File: src/rtl/srp_pkg.sv
// Shared types, constants and helpers for the S-record stream parser.
// No dependencies; imported by every module of the block.
`default_nettype none

package srp_pkg;

   localparam int ADDR_BITS = 32;
   localparam logic [31:0] ADDR_MASK = 32'((64'd1 << ADDR_BITS) - 64'd1);
   localparam logic [31:0] ADDR_LIMIT_RESET = 32'h0000_8C56;

   localparam int QUEUE_DEPTH    = 4;
   localparam int QUEUE_PTR_BITS = $clog2(QUEUE_DEPTH);
   localparam int QUEUE_CNT_BITS = $clog2(QUEUE_DEPTH + 1);

   localparam logic [7:0] CHAR_S     = 8'h53;
   localparam logic [7:0] CHAR_CR    = 8'h0D;
   localparam logic [7:0] CHAR_LF    = 8'h0A;
   localparam logic [7:0] CHAR_ZERO  = 8'h30;
   localparam logic [7:0] CHAR_ONE   = 8'h31;
   localparam logic [7:0] CHAR_THREE = 8'h33;
   localparam logic [7:0] CHAR_SEVEN = 8'h37;
   localparam logic [7:0] CHAR_NINE  = 8'h39;
   localparam logic [7:0] CHAR_UC_A  = 8'h41;
   localparam logic [7:0] CHAR_UC_F  = 8'h46;
   localparam logic [7:0] CHAR_LC_A  = 8'h61;
   localparam logic [7:0] CHAR_LC_F  = 8'h66;
   localparam logic [7:0] CSUM_GOOD  = 8'hFF;

   typedef enum logic [2:0] {
      PH_WAIT,
      PH_TYPE,
      PH_SKIP,
      PH_COUNT,
      PH_ADDR,
      PH_DATA,
      PH_CSUM,
      PH_HALT
   } phase_type;

   typedef enum logic [2:0] {
      KIND_DATA     = 3'd0,
      KIND_OK       = 3'd1,
      KIND_CSUM_ERR = 3'd2,
      KIND_ADDR_ERR = 3'd3,
      KIND_LEN_ERR  = 3'd4,
      KIND_LOADED   = 3'd5,
      KIND_EMPTY    = 3'd6
   } kind_type;

   // one classified character as it travels from front to back
   typedef struct packed {
      logic       is_s;
      logic       is_eol;
      logic       is_rec_type;   // '1'..'3'
      logic       is_end_type;   // '7'..'9'
      logic [1:0] type_code;     // low bits of the type digit
      logic [3:0] hex;           // digit value, 0 when not hex
   } char_class_type;

   typedef struct packed {
      kind_type    kind;
      logic [31:0] address;
      logic [7:0]  data;
   } result_type;

   function automatic logic [3:0] hex_value(input logic [7:0] c);
      logic [3:0] v;
      v = 4'd0;
      if (c >= CHAR_ZERO && c <= CHAR_NINE) begin
         v = 4'(c - CHAR_ZERO);
      end else if (c >= CHAR_UC_A && c <= CHAR_UC_F) begin
         v = 4'(c - CHAR_UC_A + 8'd10);
      end else if (c >= CHAR_LC_A && c <= CHAR_LC_F) begin
         v = 4'(c - CHAR_LC_A + 8'd10);
      end
      return v;
   endfunction

endpackage

`default_nettype wire

File: src/rtl/srecord_stream_parser_top.sv
// S-record stream parser: takes one ASCII character per transaction and
// returns data bytes with addresses, record verdicts and end-of-load status.
// One character is taken each clock while req_stall is low; each one is
// classified at the input, held in a four-entry queue and consumed by the
// parser step, which registers any result. The queue and the
// output register absorb rsp_stall; req_stall rises only when the queue is
// full. After an error or an S7/S8/S9 terminator, input is consumed and
// ignored until reset.
// Depends on srp_pkg, srp_front, srp_queue, srp_back.
`default_nettype none

module srecord_stream_parser_top
   import srp_pkg::*;
(
   input  wire logic           clock,
   input  wire logic           reset,
   input  wire logic           csr_wr_en,
   input  wire logic [31:0]    csr_wr_data,
   input  wire logic           req_valid,
   output logic                req_stall,
   input  wire logic [7:0]     req_char_in,
   output logic                rsp_valid,
   input  wire logic           rsp_stall,
   output logic [2:0]          rsp_result_kind,
   output logic [31:0]         rsp_byte_address,
   output logic [7:0]          rsp_data_byte
);

   char_class_type  char_class;
   char_class_type  q_head;
   logic            q_full;
   logic            q_not_empty;
   logic            q_pop;
   result_type      result;

   srp_front u_front (
      .char_in    (req_char_in),
      .char_class (char_class)
   );

   srp_queue u_queue (
      .clock     (clock),
      .reset     (reset),
      .push      (req_valid && !q_full),
      .push_data (char_class),
      .full      (q_full),
      .pop       (q_pop),
      .not_empty (q_not_empty),
      .head      (q_head)
   );

   srp_back u_back (
      .clock       (clock),
      .reset       (reset),
      .csr_wr_en   (csr_wr_en),
      .csr_wr_data (csr_wr_data),
      .item_valid  (q_not_empty),
      .item        (q_head),
      .item_pop    (q_pop),
      .rsp_valid   (rsp_valid),
      .rsp_stall   (rsp_stall),
      .rsp_result  (result)
   );

   assign req_stall        = q_full;
   assign rsp_result_kind  = result.kind;
   assign rsp_byte_address = result.address;
   assign rsp_data_byte    = result.data;

endmodule

`default_nettype wire

File: src/rtl/srp_front.sv
// Front end: classifies each received character for the parser.
// Depends on srp_pkg.
`default_nettype none

module srp_front
   import srp_pkg::*;
(
   input  wire logic [7:0]     char_in,
   output char_class_type      char_class
);

   always_comb begin
      char_class.is_s        = (char_in == CHAR_S);
      char_class.is_eol      = (char_in == CHAR_CR) || (char_in == CHAR_LF);
      char_class.is_rec_type = (char_in >= CHAR_ONE) && (char_in <= CHAR_THREE);
      char_class.is_end_type = (char_in >= CHAR_SEVEN) && (char_in <= CHAR_NINE);
      char_class.type_code   = char_in[1:0];
      char_class.hex         = hex_value(char_in);
   end

endmodule

`default_nettype wire

File: src/rtl/srp_queue.sv
// Small FIFO of classified characters between front and back.
// Depends on srp_pkg.
`default_nettype none

module srp_queue
   import srp_pkg::*;
(
   input  wire logic           clock,
   input  wire logic           reset,
   input  wire logic           push,
   input  wire char_class_type push_data,
   output logic                full,
   input  wire logic           pop,
   output logic                not_empty,
   output char_class_type      head
);

   char_class_type               entry_ff [QUEUE_DEPTH];
   logic [QUEUE_PTR_BITS-1:0]    wr_ptr_ff, wr_ptr_in;
   logic [QUEUE_PTR_BITS-1:0]    rd_ptr_ff, rd_ptr_in;
   logic [QUEUE_CNT_BITS-1:0]    count_ff, count_in;

   assign full      = (count_ff == QUEUE_CNT_BITS'(QUEUE_DEPTH));
   assign not_empty = (count_ff != '0);
   assign head      = entry_ff[rd_ptr_ff];

   always_comb begin
      wr_ptr_in = push ? wr_ptr_ff + 1'b1 : wr_ptr_ff;
      rd_ptr_in = pop  ? rd_ptr_ff + 1'b1 : rd_ptr_ff;
      count_in  = count_ff;
      if (push && !pop) begin
         count_in = count_ff + 1'b1;
      end else if (pop && !push) begin
         count_in = count_ff - 1'b1;
      end
   end

   always_ff @(posedge clock) begin
      if (reset) begin
         wr_ptr_ff <= '0;
         rd_ptr_ff <= '0;
         count_ff  <= '0;
      end else begin
         wr_ptr_ff <= wr_ptr_in;
         rd_ptr_ff <= rd_ptr_in;
         count_ff  <= count_in;
      end
   end

   always_ff @(posedge clock) begin
      if (push) begin
         entry_ff[wr_ptr_ff] <= push_data;
      end
   end

endmodule

`default_nettype wire

File: src/rtl/srp_back.sv
// Back end: record parser state machine, address limit register and
// output register. Depends on srp_pkg.
`default_nettype none

module srp_back
   import srp_pkg::*;
(
   input  wire logic           clock,
   input  wire logic           reset,
   input  wire logic           csr_wr_en,
   input  wire logic [31:0]    csr_wr_data,
   input  wire logic           item_valid,
   input  wire char_class_type item,
   output logic                item_pop,
   output logic                rsp_valid,
   input  wire logic           rsp_stall,
   output result_type          rsp_result
);

   phase_type   phase_ff, phase_in;
   logic [3:0]  addr_digits_ff, addr_digits_in;
   logic [3:0]  digit_cnt_ff, digit_cnt_in;
   logic [7:0]  byte_count_ff, byte_count_in;
   logic [31:0] rec_addr_ff, rec_addr_in;
   logic [31:0] next_addr_ff, next_addr_in;
   logic [7:0]  remaining_ff, remaining_in;
   logic [7:0]  sum_ff, sum_in;
   logic [3:0]  high_nib_ff, high_nib_in;
   logic        any_data_ff, any_data_in;
   logic [31:0] limit_ff;
   logic        rsp_valid_ff, rsp_valid_in;
   result_type  rsp_result_ff;

   logic        emit;
   result_type  res;
   logic [7:0]  byte_val;
   logic        byte_done;
   logic [3:0]  cnt_inc;
   logic [31:0] addr_shift;
   logic [31:0] addr_masked;
   logic [7:0]  overhead;
   logic [7:0]  csum_total;

   // a result slot is free when empty or being drained this cycle
   assign item_pop = item_valid && (!rsp_valid_ff || !rsp_stall);

   always_comb begin
      phase_in       = phase_ff;
      addr_digits_in = addr_digits_ff;
      digit_cnt_in   = digit_cnt_ff;
      byte_count_in  = byte_count_ff;
      rec_addr_in    = rec_addr_ff;
      next_addr_in   = next_addr_ff;
      remaining_in   = remaining_ff;
      sum_in         = sum_ff;
      high_nib_in    = high_nib_ff;
      any_data_in    = any_data_ff;
      emit           = 1'b0;
      res            = '{kind: KIND_DATA, address: '0, data: '0};

      byte_val    = {high_nib_ff, item.hex};
      byte_done   = digit_cnt_ff[0];
      cnt_inc     = digit_cnt_ff + 4'd1;
      addr_shift  = {rec_addr_ff[23:0], byte_val};
      addr_masked = addr_shift & ADDR_MASK;
      overhead    = {5'd0, addr_digits_ff[3:1]} + 8'd1;
      csum_total  = sum_ff + byte_val;

      if (item_pop) begin
         // first digit of every byte pair lands in the high nibble
         if (!byte_done) begin
            high_nib_in = item.hex;
         end
         unique case (phase_ff)
            PH_WAIT: begin
               if (item.is_s) begin
                  phase_in = PH_TYPE;
               end
            end
            PH_TYPE: begin
               if (item.is_rec_type) begin
                  addr_digits_in = {({1'b0, item.type_code} + 3'd1), 1'b0};
                  digit_cnt_in   = '0;
                  rec_addr_in    = '0;
                  sum_in         = '0;
                  phase_in       = PH_COUNT;
               end else if (item.is_end_type) begin
                  phase_in = PH_HALT;
                  emit     = 1'b1;
                  res.kind = any_data_ff ? KIND_LOADED : KIND_EMPTY;
               end else begin
                  phase_in = item.is_eol ? PH_WAIT : PH_SKIP;
               end
            end
            PH_SKIP: begin
               if (item.is_eol) begin
                  phase_in = PH_WAIT;
               end
            end
            PH_COUNT: begin
               if (byte_done) begin
                  byte_count_in = byte_val;
                  sum_in        = byte_val;
                  digit_cnt_in  = '0;
                  phase_in      = PH_ADDR;
               end else begin
                  digit_cnt_in = cnt_inc;
               end
            end
            PH_ADDR: begin
               digit_cnt_in = cnt_inc;
               if (byte_done) begin
                  rec_addr_in = addr_shift;
                  sum_in      = sum_ff + byte_val;
                  // address digit counts are even, so the last digit closes a byte
                  if (cnt_inc >= addr_digits_ff) begin
                     rec_addr_in  = addr_masked;
                     next_addr_in = addr_masked;
                     digit_cnt_in = '0;
                     res.address  = addr_masked;
                     if (addr_masked >= limit_ff) begin
                        phase_in = PH_HALT;
                        emit     = 1'b1;
                        res.kind = KIND_ADDR_ERR;
                     end else if (byte_count_ff < overhead) begin
                        phase_in = PH_HALT;
                        emit     = 1'b1;
                        res.kind = KIND_LEN_ERR;
                     end else begin
                        remaining_in = byte_count_ff - overhead;
                        phase_in     = (byte_count_ff == overhead) ? PH_CSUM : PH_DATA;
                     end
                  end
               end
            end
            PH_DATA: begin
               if (byte_done) begin
                  digit_cnt_in = '0;
                  next_addr_in = (next_addr_ff + 32'd1) & ADDR_MASK;
                  sum_in       = sum_ff + byte_val;
                  any_data_in  = 1'b1;
                  remaining_in = remaining_ff - 8'd1;
                  if (remaining_ff == 8'd1) begin
                     phase_in = PH_CSUM;
                  end
                  emit        = 1'b1;
                  res.kind    = KIND_DATA;
                  res.address = next_addr_ff;
                  res.data    = byte_val;
               end else begin
                  digit_cnt_in = cnt_inc;
               end
            end
            PH_CSUM: begin
               if (byte_done) begin
                  digit_cnt_in = '0;
                  emit         = 1'b1;
                  res.address  = rec_addr_ff;
                  if (csum_total == CSUM_GOOD) begin
                     phase_in = PH_WAIT;
                     res.kind = KIND_OK;
                  end else begin
                     phase_in = PH_HALT;
                     res.kind = KIND_CSUM_ERR;
                  end
               end else begin
                  digit_cnt_in = cnt_inc;
               end
            end
            PH_HALT: begin
               phase_in = PH_HALT;
            end
            default: begin
               phase_in = PH_HALT;
            end
         endcase
      end

      rsp_valid_in = (item_pop && emit) || (rsp_valid_ff && rsp_stall);
   end

   always_ff @(posedge clock) begin
      if (reset) begin
         phase_ff       <= PH_WAIT;
         addr_digits_ff <= '0;
         digit_cnt_ff   <= '0;
         byte_count_ff  <= '0;
         rec_addr_ff    <= '0;
         next_addr_ff   <= '0;
         remaining_ff   <= '0;
         sum_ff         <= '0;
         high_nib_ff    <= '0;
         any_data_ff    <= 1'b0;
         rsp_valid_ff   <= 1'b0;
         limit_ff       <= ADDR_LIMIT_RESET;
      end else begin
         phase_ff       <= phase_in;
         addr_digits_ff <= addr_digits_in;
         digit_cnt_ff   <= digit_cnt_in;
         byte_count_ff  <= byte_count_in;
         rec_addr_ff    <= rec_addr_in;
         next_addr_ff   <= next_addr_in;
         remaining_ff   <= remaining_in;
         sum_ff         <= sum_in;
         high_nib_ff    <= high_nib_in;
         any_data_ff    <= any_data_in;
         rsp_valid_ff   <= rsp_valid_in;
         if (csr_wr_en) begin
            limit_ff <= csr_wr_data;
         end
      end
   end

   always_ff @(posedge clock) begin
      if (item_pop && emit) begin
         rsp_result_ff <= res;
      end
   end

   assign rsp_valid  = rsp_valid_ff;
   assign rsp_result = rsp_result_ff;

endmodule

`default_nettype wire

File: config.mk
export PLATFORM = sky130hd
export DESIGN_NAME = srecord_stream_parser_top
export DESIGN_NICKNAME = d
export VERILOG_FILES = /design/src/rtl/srp_pkg.sv /design/src/rtl/srecord_stream_parser_top.sv /design/src/rtl/srp_front.sv /design/src/rtl/srp_queue.sv /design/src/rtl/srp_back.sv
export SDC_FILE = /design/constraint.sdc
export NUM_CORES = 1
export LEC_CHECK = 0
export BUFFER_PORTS_ARGS = -buffer_cell sky130_fd_sc_hd__buf_2
export CAP_MARGIN = 25
export CORE_MARGIN = 1
export CORE_UTILIZATION = 49
export CTS_BUF_LIST = sky130_fd_sc_hd__clkbuf_16
export DETAILED_ROUTE_END_ITERATION = 8
export PLACE_DENSITY = 0.67
export SYNTH_ARGS = -nofsm -noshare
export SYNTH_HDL_FRONTEND = slang
export SYNTH_SLANG_ARGS = --single-unit
File: constraint.sdc
create_clock -name clock -period 8.2 [get_ports clock]
set_clock_uncertainty 0.1 [all_clocks]
set_input_delay 1.64 -clock clock [delete_from_list [all_inputs] [get_ports clock]]
set_output_delay 1.64 -clock clock [all_outputs]
set_load 0.005 [all_outputs]
==> summary.txt <==
Critical path
  • Crit end category: register
  • CP max-delay cell: and2_1
  • Most frequent CP cell: ha_1
  • Critical Path Fanout Max: 43
  • CP required: 8.25 ns
  • Cell family with the largest share of critical-path delay: simple AND/OR/NAND/NOR gates
  • Buffer and inverter count on the worst path: 2
  • CP arrival: 4.89 ns
  • Crit path kind: register to register
  • Startpoint types: register
  • Peak per-stage delay on the critical path: 0.87 ns
  • Cells along the critical path: inv_1 -> ha_1 -> ha_1 -> nand2_2 -> a31oi_4 -> o21a_1 -> and2_1 -> nand2b_1 -> a21oi_4 -> buf_4

Clock tree
  • Hold buffers post-CTS: 0
  • CTS clk-pin slew, worst paths: 0.06 ns
  • CTS tree: built
  • Worst skew pair latency: 0.52 ns
  • Clk sink count: 228
  • CTS buffer count: 25
  • CTS max path bufs: 3
  • Resize count post-CTS: 0
  • H-tree levels: 1
  • Root buf cell: clkbuf_16
  • Post-CTS setup buffers: 0

Timing
  • Final setup vio count: 0
  • Setup Total Neg Slack: 0 ns
  • Setup ws final: 3.362 ns
  • Rel. slew slack: 35.06%
  • Final Hold Vio Count: 0
  • Min cycle time layout: 4.838 ns
  • Worst slew pin tran: 0.9742 ns
  • Max Fclk: 206.7 MHz
  • Fin crit share: 59.00%
  • RSZ-0062 raised after global routing: no
  • Slew Limit Fails: 0

Synth
  • Yosys cell types: 86
  • #FFs+latches synth: 228
  • Synth area leader: dfxtp_1
  • Top_reg_cell synth: dfxtp_1
  • Top-area cell type share of the netlist area: 23.93%
  • Sequential area share after synthesis: 44.49%
  • Top cells by area, synth: dfxtp_1, edfxtp_1, ha_1
  • Syn. warnings: 0
  • Mapped Cells: 1,297
  • Most common cell in the netlist: nor2_1
  • Async S/R FF share, synth: 0%
  • Mapped Area: 12,130 µm²
  • Post-Syn Nets: 1,407
  • Syn Area/Cell: 9.351 µm²
  • Post-synth EDFFs: 83
  • Synth cell count leaders: nor2_1, dfxtp_1, nand2_1

Pwr
  • NetSw: 0.0008929 W
  • Clock share of power: 36.9%
  • Pwr dens: 222.4 nW/µm²
  • Worst vdd ir: 0.0002291 V
  • Comb pwr share: 19.6%
  • Sequential Power Share: 43.5%
  • Static leakage: 4.905 nW
  • Int Power: 0.002121 W
  • Switching Fraction: 29.63%
  • Total power: 0.003014 W

Placement
  • PortBufs: 89
  • RD Place Congestion: 0.9120
  • HPWL after detailed placement: 20.99 mm
  • Dpl cell area: 12,740 µm²
  • DP Worst Slack: 3.499 ns

Cells and area
  • Register area: 5395 µm²
  • Area grow syn2layout: 11.72%
  • Ant. Diodes: 0
  • Filler cells: 2,191
  • Final instance area: 13,550 µm²
  • Final #Nets: 1,454
  • Final core occ: 55.71%
  • Area occupied by multi-input gates: 6135 µm²
  • Fraction of layout cells with a size suffix above 1: 13.44%

Floorplanning
  • Core area: 24,320 µm²
  • Initial core utilization: 49.87%
  • # IOs: 90
  • FP Rows: 57
  • Die Wd: 159.3 µm
  • Die outline area: 25,380 µm²
  • Die span in y: 159.3 µm

Drt
  • DR WL/cell: 18.41 µm
  • DRT antenna net count: 0
  • 1st-iter DRT viols: 1,074
  • DRC Markers: 0
  • Vias: 9,915
  • Router iterations before antenna repair: 9
  • WL final: 31.05 mm
  • Via/cell ratio: 5.881

Global route
  • Largest net degree at the start of global routing: 74
  • Vias in the first global route: 9,312
  • Gr usage total: 24.53%
  • Initial antenna violation count: 0
  • Global-route wire length before repair: 50.40 mm
  • GR Overflow Total: 0

Job
  • Max-Cap Viols: 0

Outcome
  • Run status: finished, final reports clean

Worst hold path
  • Min-Delay Path Class: register to register
==> state kept, by name, summed over array words and instances (netlist names), named ones only <==
name / count
u_back.rsp_valid: 1
u_back.byte_count_ff: 8
u_back.limit_ff: 32
u_back.high_nib_ff: 4
u_back.any_data_ff: 1
u_queue.entry_ff: 40
u_back.phase_ff: 3
u_back.remaining_ff: 8
u_back.rsp_result: 43
u_back.next_addr_ff: 32
u_back.digit_cnt_ff: 4
u_back.addr_digits_ff: 3
u_queue.rd_ptr_ff: 2
u_queue.count_ff: 3
u_back.sum_ff: 8
u_back.rec_addr_ff: 32
u_queue.wr_ptr_ff: 2
==> power groups by stage <==
stage                     sequential, W  combinational, W  clock [W]
after CTS                       0.00131          0.000590    0.00113
final                           0.00131          0.000590    0.00111
after global placement          0.00133          0.000572          0
after global routing            0.00132          0.000651    0.00118
after floorplan                 0.00129          0.000460          0
after detailed placement        0.00134          0.000584          0
==> final cells by class <==
cell class | count | share of cell area [%]
tap | 324 | 2.992
sequential | 228 | 39.82
inverter | 62 | 1.718
clock buffer | 26 | 4.802
clock inverter | 19 | 1.164
multi-input combinational | 924 | 45.28
timing repair buffer | 103 | 4.229
==> kinds of logic after synthesis <==
group	synth area share (%)
compound gates	17.56
xor+xnor	1.878
fa+ha+maj	6.892
buf+inv	5.148
flops	44.49
mux	5.406
simple gates	18.63
==> cells in the final DEF (no fill, tap or decap), drive strengths merged, types with 43 or more instances in the layout <==
cell type | netlist | routed
inv | 61 | 67
nand3 | 72 | 72
o21ai | 66 | 66
a21oi | 112 | 112
edfxtp | 83 | 83
mux2i | 43 | 43
nor2 | 158 | 158
dfxtp | 145 | 145
nand2 | 117 | 117
buf | 35 | 103
ha | 62 | 62
==> final timing paths <==
path	start	to	slack (ns)	depth (start not counted)
max	u_back.digit_cnt_ff[0]$_SDFFE_PP0P_	u_back.rsp_result[21]$_SDFFCE_PN0P_	3.36	10
min	u_back.rec_addr_ff[29]$_SDFFE_PP0P_	u_back.rec_addr_ff[29]$_SDFFE_PP0P_	0.36	2
max reg2reg	u_back.digit_cnt_ff[0]$_SDFFE_PP0P_	u_back.rsp_result[21]$_SDFFCE_PN0P_	3.36	10
min reg2reg	u_back.rec_addr_ff[29]$_SDFFE_PP0P_	u_back.rec_addr_ff[29]$_SDFFE_PP0P_	0.36	2
==> metal layers <==
metal	part of all wire, %	GRT usage [%]
met1	44	33.85
met2	46	40.03
met3	6.2	3.126
met4	3.0	7.911
met5	0	0
==> through the flow <==
step / instances / hold WS [ns]
after floorplan: 1297 / 0.3313
after global placement: 1640 / 0.3411
after detailed placement: 1641 / 0.3472
after CTS: 1686 / 0.3569
after global routing: 1686 / 0.3831
final: 1686 / 0.3572
==> worst min-delay path, stage by stage (launching register included) <==
cell and delay, ns:
dfxtp_1 0.31, nand2_1 0.05, a21oi_1 0.05
No activity file was read; power rests on OpenSTA's default activity.
